**config.mk**
```make
export PLATFORM = sky130hd
export DESIGN_NAME = ppie_divsqrt
export DESIGN_NICKNAME = d
export VERILOG_FILES = /design/src/hdl/ppie_divsqrt.sv
export SDC_FILE = /design/constraint.sdc
export NUM_CORES = 1
export LEC_CHECK = 0
export BUFFER_PORTS_ARGS = -buffer_cell sky130_fd_sc_hd__buf_2
export CAP_MARGIN = 20
export CORE_UTILIZATION = 30
export CTS_BUF_LIST = sky130_fd_sc_hd__clkbuf_8
export CTS_CLUSTER_DIAMETER = 50
export DETAILED_ROUTE_END_ITERATION = 16
export PLACE_DENSITY = 0.53
export REMOVE_ABC_BUFFERS = 1
export SYNTH_ARGS = -nofsm -noshare
export SYNTH_HDL_FRONTEND = slang
export SYNTH_SLANG_ARGS = --single-unit
```
**constraint.sdc**
```tcl
create_clock -name clk -period 17.34 [get_ports clk]
set_input_delay 1.734 -clock clk [delete_from_list [all_inputs] [get_ports clk]]
set_output_delay 1.734 -clock clk [all_outputs]
set_load 0.1 [all_outputs]
```
**src/hdl/ppie_divsqrt.sv**
```systemverilog
// ----------------------------------------------------------------------------
// ppie_divsqrt - restoring divide then bitwise square root
// 64 divide steps, then 32 root steps
// ----------------------------------------------------------------------------
`default_nettype none
module ppie_divsqrt (
	input  wire logic        clk,
	input  wire logic        arst_n,
	input  wire logic        start,
	input  wire logic [63:0] num,
	input  wire logic [31:0] den,
	output logic             done,
	output logic [30:0]      root
);
	typedef enum logic [1:0] {S_IDLE, S_DIV, S_SQRT} st_t;
	st_t st_q;
	logic [63:0] quo_q, rem64_q, r_q, bit_q;
	logic [32:0] rem_q;
	logic [6:0] cnt_q;
	logic [32:0] trial;

	assign trial = {rem_q[31:0], quo_q[63]};

	always_ff @(posedge clk or negedge arst_n) begin
		if (!arst_n) begin
			st_q <= S_IDLE;
			done <= 1'b0;
			cnt_q <= '0;
		end else begin
			done <= 1'b0;
			unique case (st_q)
				S_IDLE: if (start) begin
					quo_q <= num;
					rem_q <= '0;
					cnt_q <= '0;
					st_q <= S_DIV;
				end
				S_DIV: begin
					if (trial >= {1'b0, den}) begin
						rem_q <= trial - {1'b0, den};
						quo_q <= {quo_q[62:0], 1'b1};
					end else begin
						rem_q <= trial;
						quo_q <= {quo_q[62:0], 1'b0};
					end
					cnt_q <= cnt_q + 7'd1;
					if (cnt_q == 7'd63) begin
						st_q <= S_SQRT;
						cnt_q <= '0;
						r_q <= '0;
						bit_q <= 64'h4000000000000000;
					end
				end
				S_SQRT: begin
					if (cnt_q == 7'd0) rem64_q <= quo_q;
					else begin
						if (rem64_q >= r_q + bit_q) begin
							rem64_q <= rem64_q - (r_q + bit_q);
							r_q <= (r_q >> 1) + bit_q;
						end else r_q <= r_q >> 1;
						bit_q <= bit_q >> 2;
					end
					cnt_q <= cnt_q + 7'd1;
					if (cnt_q == 7'd32) begin
						st_q <= S_IDLE;
						done <= 1'b1;
					end
				end
				default: st_q <= S_IDLE;
			endcase
		end
	end

	assign root = (r_q > 64'h7fffffff) ? 31'h7fffffff : r_q[30:0];
endmodule
`default_nettype wire

```
# --- Word-level counts from Yosys, hierarchy flattened ---
# Cells that the tools add are included.
classes:
  addsub: 5
  order_cmp: 3
  n_eq_ne: 8
  mux: 25
  n_reduce_logical: 11
op_table:
  columns: ["op", "n"]
  rows:
  - ["$mux 64", 8]
  - ["$pmux 64 s2", 3]
  - ["$add 63x64->64", 1]
  - ["$add 64x64->64", 1]
  - ["$ge 64x64->1", 1]
  - ["$gt 64x31->1 const B", 1]
  - ["$mux 32", 2]
  - ["$pmux 32 s2", 1]
  - ["$sub 64x64->64", 1]
  - ["$ge 33x32->1", 1]
  - ["$sub 32x32->32", 1]
  - ["$mux 31", 1]
  - ["$pmux 7 s3", 1]
  - ["$eq 7x6->1 const B", 2]
  - ["$mux 7", 2]
  - ["$reduce_and 3->1", 3]
  - ["$ne 2x2->1 const B", 4]
  - ["$add 7x1->7 const B", 1]
  - ["$logic_not 7->1", 1]
  - ["$mux 2", 3]
  - ["$pmux 2 s3", 1]
  - ["$reduce_bool 2->1", 3]
  - ["$reduce_and 4->1", 1]
  - ["$mux 1", 3]
  - ["other kinds (5)", 5]
word_totals:
  regBits: 298
  inputBits: 99
  output_inout_bits: 32
  wordCells: 60

# --- Depth between registers and ports, before layout ---
# Gate-level depths: netlist of run 1.
depth:
  ltp_word: 5
  mapped_depth: 25
  depth_no_buf: 23

# --- Least setup slack after synthesis of run 1 ---
# Ideal clock, no wire load.
synth_path:
  kind: "input port to flip-flop"
  from: "input port arst_n"
  to: "register bit_q[0], enable pin"
  setup_ns: 1.059
  arrival_time_ns: 16.595
  required_ns: 16.281
  slack_ns: -0.314
  stages: 2
  n_path_buf: 0
  path_cell_list: "inv_1 a2111oi_0"
synth_between:
  elab_chain_cells: 1
synth_rtl:
  columns: ["element", "line", "source"]
  rows:
  - ["from (decl)", "8", "input wire logic arst_n,"]
  - ["$reduce_and 4->1 (no line)", null, null]
  - ["to (signal assigned)", "61", "bit_q <= bit_q >> 2;"]
  - ["to (decl)", "17", "logic [63:0] quo_q, rem64_q, r_q, bit_q;"]
# No other way between the ends.
# A chain may end at the register's enable or synchronous reset.

# --- Final worst setup path of run 1 ---
layout_path:
  from: "register r_q[10]"
  to: "register rem64_q[13], enable pin"
layout_between:
  elab_chain_cells: 4
layout_rtl:
  columns: ["element", "line", "source"]
  rows:
  - ["from (decl)", "17", null]
  - ["from (signal assigned)", "59", "r_q <= (r_q >> 1) + bit_q;"]
  - ["from (signal assigned)", "60", "end else r_q <= r_q >> 1;"]
  - ["$add 64x64->64", "57", "if (rem64_q >= r_q + bit_q) begin"]
  - ["$ge 64x64->1", "57", null]
  - ["$reduce_bool 2->1 (no line)", null, null]
  - ["$reduce_and 3->1 (no line)", null, null]
  - ["to (signal assigned)", "55", "if (cnt_q == 7'd0) rem64_q <= quo_q;"]
  - ["to (signal assigned)", "58", "rem64_q <= rem64_q - (r_q + bit_q);"]
  - ["to (decl)", "17", null]
# No other way between the ends.

==> metrics.txt, run 1 <==
# TYPE chip_impl_metric gauge
chip_impl_metric{name="finalHoldViolCount",unit=""} 0
chip_impl_metric{name="seq_area_frac_synth",unit="%"} 36.4
chip_impl_info{name="timing.critical_path.cells",value="ha_1 -> a31oi_1 -> nor2_1 -> a311oi_1 -> o21ai_1 -> a41o_1 -> a21oi_1 -> o31ai_1 -> a31o_2 -> a31oi_1 -> xnor2_1 -> ha_1 -> nand4_1 -> o21ai_0 -> a211o_1 -> o2bb2ai_1 -> a311oi_2 -> buf_4 -> a211oi_4 -> buf_4"} 1
chip_impl_metric{name="drt_first_iter_violations",unit=""} 1441
chip_impl_metric{name="route.antenna.remaining_nets",unit=""} 0
chip_impl_metric{name="grt-ovfl-total",unit=""} 0
chip_impl_metric{name="final_core_occ",unit="%"} 34.0
chip_impl_metric{name="slew_margin_rel",unit="%"} 32.4
chip_impl_metric{name="worst_hold_path.num_cells",unit=""} 1
chip_impl_metric{name="critical-path-max-stage-delay",unit="ps"} 740
chip_impl_metric{name="std_cell_rows",unit=""} 98
chip_impl_info{name="critPathLaunchType",value="register"} 1
chip_impl_metric{name="fmaxAchievable",unit="MHz"} 141
chip_impl_metric{name="layout.cells.non_filler",unit=""} 3474
chip_impl_metric{name="timing.final.crit_period",unit="ps"} 7080
chip_impl_metric{name="number_of_buffers_on_the_longest_clock_path",unit=""} 3
chip_impl_metric{name="timing.critical_path.fanout_max",unit=""} 51
chip_impl_metric{name="synth_edf_count",unit=""} 256
chip_impl_metric{name="die-width",unit="µm"} 272
chip_impl_metric{name="wire_length_of_the_first_global_routing_pass",unit="µm"} 101000
chip_impl_metric{name="aggregate_global_route_resource_usage",unit="%"} 17.1
chip_impl_metric{name="nFillCells",unit=""} 7428
chip_impl_metric{name="power.share.sequential",unit="%"} 25.0
chip_impl_metric{name="finalSetupViolations",unit=""} 0
chip_impl_metric{name="wl_per_cell",unit="µm"} 18.6
chip_impl_metric{name="dp_hpwl",unit="µm"} 48300
chip_impl_metric{name="post_synth_num_cell_types",unit=""} 86
chip_impl_metric{name="drc_errors",unit=""} 0
chip_impl_metric{name="core_region_area",unit="mm²"} 0.0717
chip_impl_metric{name="holdBufCountCts",unit=""} 0
chip_impl_metric{name="cp.required",unit="ps"} 17620
chip_impl_metric{name="top_level_ports",unit=""} 131
chip_impl_metric{name="p_int",unit="W"} 0.00240
chip_impl_info{name="postSynth.topFlopCell",value="sky130_fd_sc_hd__edfxtp_1"} 1
chip_impl_metric{name="timing.reg2reg.worst_path_depth",unit=""} 20
chip_impl_info{name="min_to",value="cnt_q[6]$_DFFE_PN0P_"} 1
chip_impl_metric{name="post_cts.repair.setup_buffers",unit=""} 0
chip_impl_metric{name="critical_path.n_buffers_inverters",unit=""} 2
chip_impl_metric{name="via_count",unit=""} 18600
chip_impl_info{name="r2r-end",value="rem64_q[13]$_DFFE_PP_"} 1
chip_impl_metric{name="first_global_vias",unit=""} 18300
chip_impl_metric{name="period_share",unit="%"} 40.8
chip_impl_metric{name="cts_buffers",unit=""} 55
chip_impl_metric{name="setup.reg_to_reg.worst_slack",unit="ps"} 10260
chip_impl_metric{name="syn2layout_area_growth",unit="%"} 11.7
chip_impl_info{name="crit_slowest_cell",value="sky130_fd_sc_hd__a211oi_4"} 1
chip_impl_metric{name="timing.final.max_slew_violations",unit=""} 0
chip_impl_info{name="run_status",value="finished clean"} 1
chip_impl_metric{name="clock_sink_count",unit=""} 266
chip_impl_metric{name="pin_count_of_the_biggest_net_entering_global_routing",unit=""} 81
chip_impl_metric{name="cts-resized-gates",unit=""} 0
chip_impl_metric{name="maxCapViolations",unit=""} 0
chip_impl_metric{name="vdd_drop_max",unit="mV"} 0.0939
chip_impl_info{name="netlist.top_cell.by_area",value="sky130_fd_sc_hd__edfxtp_1"} 1
chip_impl_info{name="grt_setup_unrepaired",value="no"} 1
chip_impl_metric{name="synthesis.yosys.warnings",unit=""} 0
chip_impl_metric{name="power.leakage",unit="nW"} 9.25
chip_impl_metric{name="power.density_cell_area",unit="mW/mm²"} 190
chip_impl_metric{name="die_area",unit="mm²"} 0.0738
chip_impl_metric{name="power_frac_clock",unit="%"} 13.8
chip_impl_metric{name="layout.nets",unit=""} 2745
chip_impl_metric{name="place_inst",unit=""} 3370
chip_impl_metric{name="path_clk_slew",unit="ps"} 60
chip_impl_metric{name="timing_worst_slew_pin_value",unit="ps"} 1010
chip_impl_metric{name="worst_clock_skew",unit="ps"} 45.7
chip_impl_metric{name="drive_above_1_share",unit="%"} 13.3
chip_impl_metric{name="mappedNetlistArea",unit="mm²"} 0.0218
chip_impl_metric{name="viasPerCell",unit=""} 5.34
chip_impl_metric{name="synthCells",unit=""} 2385
chip_impl_info{name="cell_family_with_most_cp_delay",value="compound AO/OA/AOI/OAI gates"} 1
chip_impl_metric{name="worst_ep_arrival_time",unit="ps"} 7360
chip_impl_info{name="min_delay_path_class",value="reg2reg"} 1
chip_impl_metric{name="whs",unit="ps"} 520
chip_impl_metric{name="cts-htree-levels",unit=""} 2
chip_impl_metric{name="initial_core_util",unit="%"} 30.4
chip_impl_metric{name="pwr-share-comb",unit="%"} 61.2
chip_impl_info{name="cp-end-kind",value="register"} 1
chip_impl_info{name="crit-reg2reg-launch",value="r_q[10]$_SDFFCE_PN0P_"} 1
chip_impl_info{name="timing.hold.worst.start",value="cnt_q[6]$_DFFE_PN0P_"} 1
chip_impl_info{name="yosys-top-cells-area",value="sky130_fd_sc_hd__edfxtp_1, sky130_fd_sc_hd__ha_1, sky130_fd_sc_hd__a21oi_1"} 1
chip_impl_info{name="worst-setup-path-type",value="reg2reg"} 1
chip_impl_info{name="clock_tree_from_tritoncts",value="yes"} 1
chip_impl_metric{name="p_sw",unit="W"} 0.00222
chip_impl_metric{name="port_buffers",unit=""} 130
chip_impl_metric{name="grt_antenna_before_repair",unit=""} 16
chip_impl_metric{name="vert_die_dim",unit="µm"} 272
chip_impl_metric{name="synth-async-reset-ratio",unit="%"} 3.76
chip_impl_metric{name="synth.avg_cell_area",unit="µm²"} 9.15
chip_impl_metric{name="yosys_register_bits",unit=""} 266
chip_impl_info{name="cell_at_the_root_of_the_clock_tree",value="sky130_fd_sc_hd__clkbuf_8"} 1
chip_impl_metric{name="p_sw_share",unit="%"} 48.1
chip_impl_metric{name="drt-pass1-iter-count",unit=""} 6
chip_impl_metric{name="yosys.area.top_type_share",unit="%"} 35.2
chip_impl_metric{name="routabilityCongestion",unit=""} 0.929
chip_impl_metric{name="clock_latency",unit="ps"} 670
chip_impl_metric{name="detail_route.wirelength",unit="µm"} 64600
placed cells by master, fill, tap and decap left out, types with 33 or more instances in the layout:
cell	count
sky130_fd_sc_hd__edfxtp_1	256
sky130_fd_sc_hd__nor2_1	235
sky130_fd_sc_hd__a21oi_1	195
sky130_fd_sc_hd__nand2_1	190
sky130_fd_sc_hd__ha_1	166
sky130_fd_sc_hd__buf_2	130
sky130_fd_sc_hd__o21ai_0	121
sky130_fd_sc_hd__inv_1	97
sky130_fd_sc_hd__xor2_1	97
sky130_fd_sc_hd__xnor2_1	96
sky130_fd_sc_hd__a31oi_1	63
sky130_fd_sc_hd__mux2_2	63
sky130_fd_sc_hd__nand4_1	57
sky130_fd_sc_hd__clkbuf_8	55
sky130_fd_sc_hd__a21o_1	51
sky130_fd_sc_hd__nand2b_1	50
sky130_fd_sc_hd__and2_1	46
sky130_fd_sc_hd__nand3_1	40
sky130_fd_sc_hd__o21bai_1	37
sky130_fd_sc_hd__mux2i_1	35
sky130_fd_sc_hd__nor3_1	33
sky130_fd_sc_hd__a211oi_1	33
how the worst max path moves through the flow:
| stage | start | endpoint | cells past startpoint | slack, ps |
|---|---|---|---|---|
| after floorplan | st_q[1]$_DFFE_PN0P_ | bit_q[0]$_SDFFCE_PN0P_ | 5 | -1000 |
| after global placement | r_q[10]$_SDFFCE_PN0P_ | rem64_q[16]$_DFFE_PP_ | 20 | 10400 |
| after detailed placement | r_q[10]$_SDFFCE_PN0P_ | rem64_q[2]$_DFFE_PP_ | 20 | 10370 |
| after CTS | r_q[10]$_SDFFCE_PN0P_ | rem64_q[34]$_DFFE_PP_ | 20 | 10330 |
| after global routing | r_q[16]$_SDFFCE_PN0P_ | rem64_q[35]$_DFFE_PP_ | 21 | 9720 |
| final | r_q[10]$_SDFFCE_PN0P_ | rem64_q[13]$_DFFE_PP_ | 20 | 10260 |
power groups by stage:
stage / sequential [W] / clock (W) / combinational [W]
floorplan: 0.00115 / 0 / 0.00210
global placement: 0.00116 / 0 / 0.00278
detailed placement: 0.00116 / 0 / 0.00279
CTS: 0.00115 / 0.000657 / 0.00281
global route: 0.00118 / 0.000685 / 0.00313
finish: 0.00116 / 0.000637 / 0.00283
through the flow:
stage               power (W)  cell area (µm²)  setup TNS (ps)  setup WS, ps
floorplan             0.00325            21300          -95940          -999
global placement      0.00394            23300               0         10400
detailed placement    0.00395            23300               0         10370
CTS                   0.00462            24300               0         10330
global route          0.00499            24400               0          9720
finish                0.00462            24400               0         10260
layout make-up:
cell class | count | area (µm²) | share of cell area [%]
Tap cell | 950 | 1190 | 4.88
Timing Repair Buffer | 147 | 798 | 3.28
Inverter | 86 | 323 | 1.33
Sequential cell | 266 | 7940 | 32.6
Multi-Input combinational cell | 1921 | 13100 | 53.7
Clock inverter | 45 | 260 | 1.07
Clock buffer | 55 | 757 | 3.11
Antenna cell | 4 | 10.0 | 0.0411
synth_stat cells, types with 20 or more instances:
cell type / n
sky130_fd_sc_hd__nand3_1: 40
sky130_fd_sc_hd__and3_1: 23
sky130_fd_sc_hd__a21oi_1: 195
sky130_fd_sc_hd__clkbuf_1: 86
sky130_fd_sc_hd__nor2_1: 236
sky130_fd_sc_hd__nand2_1: 190
sky130_fd_sc_hd__xor2_1: 97
sky130_fd_sc_hd__nor2b_1: 28
sky130_fd_sc_hd__a21o_1: 51
sky130_fd_sc_hd__inv_1: 85
sky130_fd_sc_hd__o21ai_1: 30
sky130_fd_sc_hd__mux2_2: 63
sky130_fd_sc_hd__and2_1: 46
sky130_fd_sc_hd__o21ai_0: 121
sky130_fd_sc_hd__a31o_2: 20
sky130_fd_sc_hd__mux2i_1: 35
sky130_fd_sc_hd__a211oi_1: 34
sky130_fd_sc_hd__nand4_1: 57
sky130_fd_sc_hd__a31oi_1: 63
sky130_fd_sc_hd__nand2b_1: 51
sky130_fd_sc_hd__edfxtp_1: 256
sky130_fd_sc_hd__nor4_1: 20
sky130_fd_sc_hd__o21bai_1: 37
sky130_fd_sc_hd__ha_1: 167
sky130_fd_sc_hd__nor3_1: 34
sky130_fd_sc_hd__xnor2_1: 96
flip-flops by register name (all words and copies together), names as in the netlist:
register and flops:
bit_q 32, quo_q 64, st_q 2, cnt_q 7, r_q 64, rem64_q 64, done 1, rem_q 32
cell families (layout without fill, tap and decap cells):
group	Yosys count	count (layout)	synth area share, %
flip-flops	266	266	36.4
AO/OA/AOI/OAI	694	694	20.3
multiplexers	98	98	4.86
other	0	4	0
adder cells (fa/ha/maj)	169	169	9.76
XOR/XNOR	193	193	7.75
buffers and inverters	198	333	4.01
AND/OR/NAND/NOR	767	767	16.9
per-layer routing:
metal,GRT usage (%),vias to the layer above,part of all wire [%]
met5,0,-,0.25
met4,4.67,24,2.1
met3,3.64,107,5.7
met2,27.6,522,45
met1,23.1,8813,47
li1,-,9092,-
Power figures use the tool's default switching activity.
==> inputs of run 2 (changes only) <==
Settings changed: ABC_AREA set to 1, PLACE_DENSITY 0.53 to 0.51.
Clock period 17.34 ns to 7.01 ns, I/O delays scaled along.
==> metrics.txt, run 2 <==
# TYPE chip_impl_metric gauge
chip_impl_info{name="layout.cells.most_common_list",value="sky130_fd_sc_hd__nand2_1, sky130_fd_sc_hd__inv_1, sky130_fd_sc_hd__nor2_1, sky130_fd_sc_hd__nand3_1, sky130_fd_sc_hd__edfxtp_1"} 1
chip_impl_metric{name="grt-ovfl-total",unit=""} 0
chip_impl_info{name="clock_tree_from_tritoncts",value="yes"} 1
chip_impl_metric{name="std_cell_rows",unit=""} 111
chip_impl_metric{name="synth-xor-area-share",unit="%"} 3.48
chip_impl_metric{name="timing.final.crit_period",unit="ps"} 5540
chip_impl_metric{name="vdd_drop_max",unit="mV"} 0.237
chip_impl_metric{name="die-width",unit="µm"} 307
chip_impl_metric{name="finalSetupViolations",unit=""} 0
chip_impl_metric{name="drc_errors",unit=""} 0
chip_impl_metric{name="groute.layer.met1.usage",unit="%"} 31.7
chip_impl_info{name="critPathLaunchType",value="register"} 1
chip_impl_info{name="worst_path_most_repeated_cell",value="sky130_fd_sc_hd__nand2_1"} 1
chip_impl_metric{name="aggregate_global_route_resource_usage",unit="%"} 22.7
chip_impl_info{name="crit_start",value="r_q[12]$_SDFFCE_PN0P_"} 1
chip_impl_metric{name="mappedNetlistArea",unit="mm²"} 0.0279
chip_impl_metric{name="timing_worst_slew_pin_value",unit="ps"} 829
chip_impl_metric{name="clock_latency",unit="ps"} 780
chip_impl_metric{name="cts_buffers",unit=""} 61
chip_impl_metric{name="finalHoldViolCount",unit=""} 0
chip_impl_metric{name="via_count",unit=""} 28900
chip_impl_metric{name="post_cts.repair.setup_buffers",unit=""} 0
chip_impl_info{name="crit_slowest_cell",value="sky130_fd_sc_hd__a21oi_4"} 1
chip_impl_metric{name="wl_per_cell",unit="µm"} 18.1
chip_impl_metric{name="path_clk_slew",unit="ps"} 60
chip_impl_info{name="top_regs",value="quo_q (64), r_q (64), rem64_q (64)"} 1
chip_impl_info{name="postSynth.topFlopCell",value="sky130_fd_sc_hd__edfxtp_1"} 1
chip_impl_info{name="mostFrequentLayoutCell",value="sky130_fd_sc_hd__nand2_1"} 1
chip_impl_info{name="cell_at_the_root_of_the_clock_tree",value="sky130_fd_sc_hd__clkbuf_8"} 1
chip_impl_metric{name="detail_route.wirelength",unit="µm"} 108000
chip_impl_info{name="cp-end-kind",value="register"} 1
chip_impl_metric{name="place_inst",unit=""} 5851
chip_impl_metric{name="yosys-mux-area-fraction",unit="%"} 0
chip_impl_metric{name="cts-resized-gates",unit=""} 0
chip_impl_metric{name="synth.avg_cell_area",unit="µm²"} 6.15
chip_impl_metric{name="top_level_ports",unit=""} 131
chip_impl_info{name="ys_top_cells_by_count",value="sky130_fd_sc_hd__nand2_1, sky130_fd_sc_hd__inv_1, sky130_fd_sc_hd__nor2_1"} 1
chip_impl_metric{name="drt-pass1-iter-count",unit=""} 6
chip_impl_metric{name="whs",unit="ps"} 187
chip_impl_metric{name="globalRouteMet2Util",unit="%"} 36.2
chip_impl_info{name="synthMostInstantiatedCell",value="sky130_fd_sc_hd__nand2_1"} 1
chip_impl_metric{name="drt_first_iter_violations",unit=""} 2289
chip_impl_info{name="grt_setup_unrepaired",value="no"} 1
chip_impl_metric{name="period_share",unit="%"} 79.0
chip_impl_metric{name="vert_die_dim",unit="µm"} 307
chip_impl_metric{name="post_synth_num_cell_types",unit=""} 47
chip_impl_metric{name="dp_slack",unit="ps"} 1530
chip_impl_metric{name="area_share_of_and_or_nand_nor_cells_after_synthesis",unit="%"} 40.0
chip_impl_metric{name="fin_tns_setup",unit="ps"} 0
chip_impl_info{name="main_combinational_cell_family_by_area_after_synthesis",value="simple AND/OR/NAND/NOR gates"} 1
chip_impl_metric{name="power.leakage",unit="nW"} 15.6
chip_impl_metric{name="worst_ep_arrival_time",unit="ps"} 5930
chip_impl_metric{name="holdBufCountCts",unit=""} 1
chip_impl_metric{name="initial_core_util",unit="%"} 30.4
chip_impl_metric{name="synth-async-reset-ratio",unit="%"} 3.76
chip_impl_metric{name="routabilityCongestion",unit=""} 0.978
chip_impl_metric{name="slew_margin_rel",unit="%"} 44.1
chip_impl_metric{name="layout.cells.non_filler",unit=""} 5965
chip_impl_info{name="run_status",value="finished clean"} 1
chip_impl_metric{name="worst_clock_skew",unit="ps"} 61.1
chip_impl_metric{name="timing.critical_path.fanout_max",unit=""} 21
chip_impl_metric{name="dp_hpwl",unit="µm"} 87500
chip_impl_metric{name="fmaxAchievable",unit="MHz"} 181
chip_impl_info{name="netlist.top_cell.by_area",value="sky130_fd_sc_hd__edfxtp_1"} 1
chip_impl_metric{name="yosys.area.top_type_share",unit="%"} 27.5
chip_impl_info{name="worst-setup-path-type",value="reg2reg"} 1
chip_impl_info{name="timing.critical_path.cells",value="ha_1 -> nand2_1 -> o21ai_0 -> nand2_1 -> o21ai_0 -> inv_1 -> nand2_1 -> nand3_1 -> nand2_1 -> xnor2_1 -> ha_1 -> nand2_2 -> nor2_2 -> nand2_1 -> inv_1 -> nand2_2 -> nor2_2 -> nand2_2 -> nand2_4 -> nand2_2 -> a21oi_4 -> buf_4"} 1
chip_impl_metric{name="synthesis.yosys.warnings",unit=""} 0
chip_impl_metric{name="critical-path-max-stage-delay",unit="ps"} 600
chip_impl_metric{name="power.density_cell_area",unit="mW/mm²"} 466
chip_impl_metric{name="cp.required",unit="ps"} 7410
chip_impl_metric{name="core_region_area",unit="mm²"} 0.0919
chip_impl_metric{name="clock_sink_count",unit=""} 266
chip_impl_metric{name="maxCapViolations",unit=""} 0
chip_impl_metric{name="number_of_buffers_on_the_longest_clock_path",unit=""} 3
chip_impl_metric{name="synth_fa_ha_area_share",unit="%"} 7.63
chip_impl_metric{name="syn2layout_area_growth",unit="%"} 11.9
chip_impl_metric{name="cts-htree-levels",unit=""} 2
chip_impl_info{name="yosys-top-cells-area",value="sky130_fd_sc_hd__edfxtp_1, sky130_fd_sc_hd__nand2_1, sky130_fd_sc_hd__inv_1"} 1
chip_impl_metric{name="nFillCells",unit=""} 10400
chip_impl_metric{name="final_core_occ",unit="%"} 34.0
chip_impl_metric{name="die_area",unit="mm²"} 0.0943
chip_impl_metric{name="final_ws_setup",unit="ps"} 1470
chip_impl_info{name="crit-reg2reg-launch",value="r_q[12]$_SDFFCE_PN0P_"} 1
chip_impl_info{name="timing.hold.worst.start",value="num[4]"} 1
chip_impl_metric{name="viasPerCell",unit=""} 4.84
chip_impl_metric{name="synthCells",unit=""} 4544
chip_impl_metric{name="grt_util_met3",unit="%"} 2.27
chip_impl_info{name="min_delay_path_class",value="in2reg"} 1
chip_impl_metric{name="timing.final.max_slew_violations",unit=""} 0
chip_impl_metric{name="wire_length_of_the_first_global_routing_pass",unit="µm"} 164000
chip_impl_metric{name="port_buffers",unit=""} 130
chip_impl_metric{name="synth_edf_count",unit=""} 256
chip_impl_metric{name="grt_antenna_before_repair",unit=""} 1
chip_impl_info{name="global_route.peak_usage_layer",value="met2"} 1
chip_impl_metric{name="route.antenna.remaining_nets",unit=""} 0
chip_impl_metric{name="synth-compound-area-share",unit="%"} 8.64
chip_impl_metric{name="drive_above_1_share",unit="%"} 7.20
chip_impl_metric{name="layout.nets",unit=""} 4940
chip_impl_metric{name="seq_area_frac_synth",unit="%"} 28.4
chip_impl_metric{name="first_global_vias",unit=""} 28100
chip_impl_metric{name="yosys_register_bits",unit=""} 266
chip_impl_metric{name="pin_count_of_the_biggest_net_entering_global_routing",unit=""} 97
run 2: layer usage:
| metal | wire length, µm | part of all wire, % | up-vias |
|---|---|---|---|
| met2 | 47800 | 44 | 792 |
| met4 | 3530 | 3.3 | 0 |
| met5 | 0 | 0 | - |
| li1 | - | - | 14600 |
| met1 | 51400 | 48 | 13300 |
| met3 | 5520 | 5.1 | 156 |
run 2: worst paths after layout:
check,to,slack [ps],cells after the start
worst max-delay path,rem64_q[28]$_DFFE_PP_,1470,22
worst min-delay path,quo_q[4]$_DFFE_PP_,190,3
worst max register to register,rem64_q[28]$_DFFE_PP_,1470,22
worst min register to register,st_q[1]$_DFFE_PN0P_,520,2
max in group asynchronous,cnt_q[6]$_DFFE_PN0P_,6440,2
min in group asynchronous,st_q[0]$_DFFE_PN0P_,360,2
run 2: power by group:
part           switching [W]  internal (W)  total, W
clock network       0.000859       0.00122   0.00208
logic                0.00662       0.00280   0.00942
registers           0.000510       0.00256   0.00307
total                0.00799       0.00657    0.0146
run 2: final cells by class:
| type | instances | area [µm²] | share of cell area, % |
|---|---|---|---|
| diodes | 1 | 2.50 | 0.00801 |
| clock buffers | 64 | 881 | 2.82 |
| clock inverters | 48 | 497 | 1.59 |
| inverters | 748 | 2810 | 8.99 |
| multi-input cells | 3446 | 16700 | 53.6 |
| flip-flops and latches | 266 | 7940 | 25.4 |
| well taps | 1243 | 1560 | 4.98 |
| repair buffers | 149 | 821 | 2.63 |
run 2: cells by family after synthesis:
group / count (synthesis)
AOI/OAI and AO/OA: 444
DFF: 266
adders and majority gates: 169
xor gates and xnor gates: 111
buffers and inverters: 832
and+or+nand+nor: 2722
run 2: through the flow:
stage | power [W] | area [µm²]
finish | 0.0146 | 31200
global route | 0.0159 | 31200
CTS | 0.0145 | 31200
detailed placement | 0.0124 | 29900
global placement | 0.0124 | 29900
floorplan | 0.00911 | 27400
run 2: worst max-delay path: cells and delay by family (launching register included):
kind                     cells  cell delay [ps]
flip-flops                   1              570
AO/OA/AOI/OAI                3             1260
XOR/XNOR                     1              200
adder cells (fa/ha/maj)      2              920
AND/OR/NAND/NOR             13             1570
buffers and inverters        3              620
==> inputs of run 3 (changes only) <==
Clock period 7.01 ns to 5.7 ns, I/O delays scaled along.
==> metrics.txt, run 3 (synthesized netlist as in run 2, its figures left out) <==
# TYPE chip_impl_metric gauge
chip_impl_metric{name="vdd_drop_max",unit="mV"} 0.329
chip_impl_metric{name="std_cell_rows",unit=""} 111
chip_impl_metric{name="drt_first_iter_violations",unit=""} 2281
chip_impl_metric{name="final_ws_setup",unit="ps"} 425
chip_impl_metric{name="clock_latency",unit="ps"} 750
chip_impl_metric{name="dp_slack",unit="ps"} 573
chip_impl_metric{name="viasPerCell",unit=""} 4.82
chip_impl_metric{name="place_inst",unit=""} 5864
chip_impl_info{name="clock_tree_from_tritoncts",value="yes"} 1
chip_impl_metric{name="wl_per_cell",unit="µm"} 18.2
chip_impl_metric{name="wire_length_of_the_first_global_routing_pass",unit="µm"} 165000
chip_impl_info{name="min_delay_path_class",value="in2reg"} 1
chip_impl_metric{name="final_core_occ",unit="%"} 34.0
chip_impl_metric{name="clock_sink_count",unit=""} 266
chip_impl_metric{name="report.power.total",unit="W"} 0.0177
chip_impl_metric{name="worst_clock_skew",unit="ps"} 58.1
chip_impl_info{name="worst-setup-path-type",value="reg2reg"} 1
chip_impl_metric{name="cts-resized-gates",unit=""} 0
chip_impl_metric{name="grt_antenna_before_repair",unit=""} 3
chip_impl_metric{name="maxCapViolations",unit=""} 0
chip_impl_metric{name="multi_input_comb_area",unit="mm²"} 0.0167
chip_impl_metric{name="nFillCells",unit=""} 10300
chip_impl_metric{name="cts-htree-levels",unit=""} 2
chip_impl_metric{name="layout.cells.non_filler",unit=""} 5975
chip_impl_info{name="top_regs",value="quo_q (64), r_q (64), rem64_q (64)"} 1
chip_impl_metric{name="period_share",unit="%"} 92.5
chip_impl_metric{name="top_level_ports",unit=""} 131
chip_impl_info{name="cp-end-kind",value="register"} 1
chip_impl_metric{name="pin_count_of_the_biggest_net_entering_global_routing",unit=""} 97
chip_impl_metric{name="finalSetupViolations",unit=""} 0
chip_impl_info{name="run_status",value="finished clean"} 1
chip_impl_info{name="critPathLaunchType",value="register"} 1
chip_impl_metric{name="grt-ovfl-total",unit=""} 0
chip_impl_metric{name="initial_core_util",unit="%"} 30.4
chip_impl_metric{name="core_region_area",unit="mm²"} 0.0919
chip_impl_metric{name="drt-pass1-iter-count",unit=""} 7
chip_impl_metric{name="postLayoutCellArea",unit="mm²"} 0.0312
chip_impl_metric{name="timing_worst_slew_pin_value",unit="ps"} 973
chip_impl_metric{name="power.share.sequential",unit="%"} 21.1
chip_impl_metric{name="power.density_cell_area",unit="mW/mm²"} 567
chip_impl_metric{name="syn2layout_area_growth",unit="%"} 11.8
chip_impl_metric{name="drive_above_1_share",unit="%"} 7.32
chip_impl_info{name="mostFrequentLayoutCell",value="sky130_fd_sc_hd__nand2_1"} 1
chip_impl_metric{name="p_int",unit="W"} 0.00789
chip_impl_metric{name="via_count",unit=""} 28800
chip_impl_metric{name="fmaxAchievable",unit="MHz"} 190
chip_impl_info{name="layout.cells.most_common_list",value="sky130_fd_sc_hd__nand2_1, sky130_fd_sc_hd__inv_1, sky130_fd_sc_hd__nor2_1, sky130_fd_sc_hd__nand3_1, sky130_fd_sc_hd__edfxtp_1"} 1
chip_impl_metric{name="final-seq-area",unit="mm²"} 0.00794
chip_impl_metric{name="timing.final.crit_period",unit="ps"} 5280
chip_impl_metric{name="port_buffers",unit=""} 130
chip_impl_metric{name="layout.nets",unit=""} 4952
chip_impl_info{name="cell_at_the_root_of_the_clock_tree",value="sky130_fd_sc_hd__clkbuf_8"} 1
chip_impl_metric{name="timing.final.max_slew_violations",unit=""} 0
chip_impl_metric{name="dp_hpwl",unit="µm"} 88400
chip_impl_metric{name="vert_die_dim",unit="µm"} 307
chip_impl_metric{name="p_sw_share",unit="%"} 55.4
chip_impl_metric{name="die_area",unit="mm²"} 0.0943
chip_impl_metric{name="worst_hold_path.num_cells",unit=""} 3
chip_impl_metric{name="finalHoldViolCount",unit=""} 0
chip_impl_metric{name="p_sw",unit="W"} 0.00980
chip_impl_metric{name="drc_errors",unit=""} 0
chip_impl_metric{name="dpl_cell_area",unit="mm²"} 0.0300
chip_impl_metric{name="timing.critical_path.fanout_max",unit=""} 64
chip_impl_metric{name="power.leakage",unit="nW"} 15.6
chip_impl_metric{name="pwr-share-comb",unit="%"} 66.1
chip_impl_metric{name="first_global_vias",unit=""} 28300
chip_impl_metric{name="cts_buffers",unit=""} 60
chip_impl_metric{name="timing.reg2reg.worst_path_depth",unit=""} 20
chip_impl_metric{name="die-width",unit="µm"} 307
chip_impl_metric{name="path_clk_slew",unit="ps"} 60
chip_impl_metric{name="slew_margin_rel",unit="%"} 35.1
chip_impl_metric{name="routabilityCongestion",unit=""} 0.983
chip_impl_metric{name="worst_ep_arrival_time",unit="ps"} 5620
chip_impl_metric{name="power_frac_clock",unit="%"} 12.8
chip_impl_metric{name="detail_route.wirelength",unit="µm"} 109000
chip_impl_info{name="grt_setup_unrepaired",value="no"} 1
chip_impl_metric{name="cp.required",unit="ps"} 6050
chip_impl_metric{name="route.antenna.remaining_nets",unit=""} 0
chip_impl_metric{name="aggregate_global_route_resource_usage",unit="%"} 22.9
chip_impl_metric{name="number_of_buffers_on_the_longest_clock_path",unit=""} 3
==> run 3: final cells by class <==
class / instances / share of cell area [%]
Antenna cell: 2 / 0.0160
Clock buffer: 62 / 2.73
Clock inverter: 46 / 1.18
Inverter: 748 / 9.00
Multi-Input combinational cell: 3446 / 53.6
Sequential cell: 266 / 25.4
Tap cell: 1243 / 4.98
Timing Repair Buffer: 162 / 3.02
==> run 3: repair_timing <==
item / in CTS / in global routing
buffers inserted: 0 / 0
endpoints found under the hold margin: 10 / 0
hold buffers: 1 / 0
==> run 3: critical path: stages (launching register included) <==
cell and delay (ps):
sky130_fd_sc_hd__edfxtp_1 560, sky130_fd_sc_hd__ha_1 450, sky130_fd_sc_hd__nand2_1 110, sky130_fd_sc_hd__o21ai_0 410, sky130_fd_sc_hd__nand2_1 160, sky130_fd_sc_hd__o21ai_0 250
sky130_fd_sc_hd__a21oi_1 100, sky130_fd_sc_hd__nand2_1 260, sky130_fd_sc_hd__xnor2_1 220, sky130_fd_sc_hd__ha_1 440, sky130_fd_sc_hd__nand2_2 110, sky130_fd_sc_hd__nor2_2 180
sky130_fd_sc_hd__nand2_2 130, sky130_fd_sc_hd__nor2_4 120, sky130_fd_sc_hd__nand4_1 160, sky130_fd_sc_hd__nand3_2 130, sky130_fd_sc_hd__nand2_2 100, sky130_fd_sc_hd__nand2_4 240
sky130_fd_sc_hd__nand2_2 120, sky130_fd_sc_hd__a21oi_4 190, sky130_fd_sc_hd__buf_12 320
==> run 3: path summary, 6_finish.rpt <==
| check | startpoint | end | slack (ps) |
|---|---|---|---|
| max | r_q[14]$_SDFFCE_PN0P_ | rem64_q[51]$_DFFE_PP_ | 420 |
| min | num[19] | quo_q[19]$_DFFE_PP_ | 90 |
| max reg2reg | r_q[14]$_SDFFCE_PN0P_ | rem64_q[51]$_DFFE_PP_ | 420 |
| min reg2reg | quo_q[33]$_DFFE_PP_ | rem64_q[33]$_DFFE_PP_ | 520 |
| max in group asynchronous | arst_n | st_q[1]$_DFFE_PN0P_ | 5230 |
| min in group asynchronous | arst_n | cnt_q[2]$_DFFE_PN0P_ | 260 |
==> run 3: per-layer routing <==
metal | vias up | track usage [%] | share of wire (%)
li1 | 14600 | - | -
met1 | 13200 | 32.2 | 47
met2 | 802 | 36.0 | 44
met3 | 167 | 2.27 | 5.4
met4 | 2 | 8.56 | 3.6
met5 | - | 0 | 0.010
==> run 3: power groups by stage <==
stage / clock (W) / combinational [W] / sequential, W
6_report: 0.00227 / 0.0117 / 0.00373
5_1_grt: 0.00241 / 0.0131 / 0.00378
4_1_cts: 0.00233 / 0.0116 / 0.00371
3_5_place_dp: 0 / 0.0115 / 0.00374
3_3_place_gp: 0 / 0.0116 / 0.00373
2_1_floorplan: 0 / 0.00684 / 0.00351
==> run 3: per-stage QoR <==
| step | hold WS, ps | TNS [ps] |
|---|---|---|
| after CTS | 15.5 | 0 |
| after global placement | 466 | 0 |
| after global routing | 56.0 | 0 |
| after floorplan | 274 | -2093100 |
| after detailed placement | 460 | 0 |
| final | 85.0 | 0 |
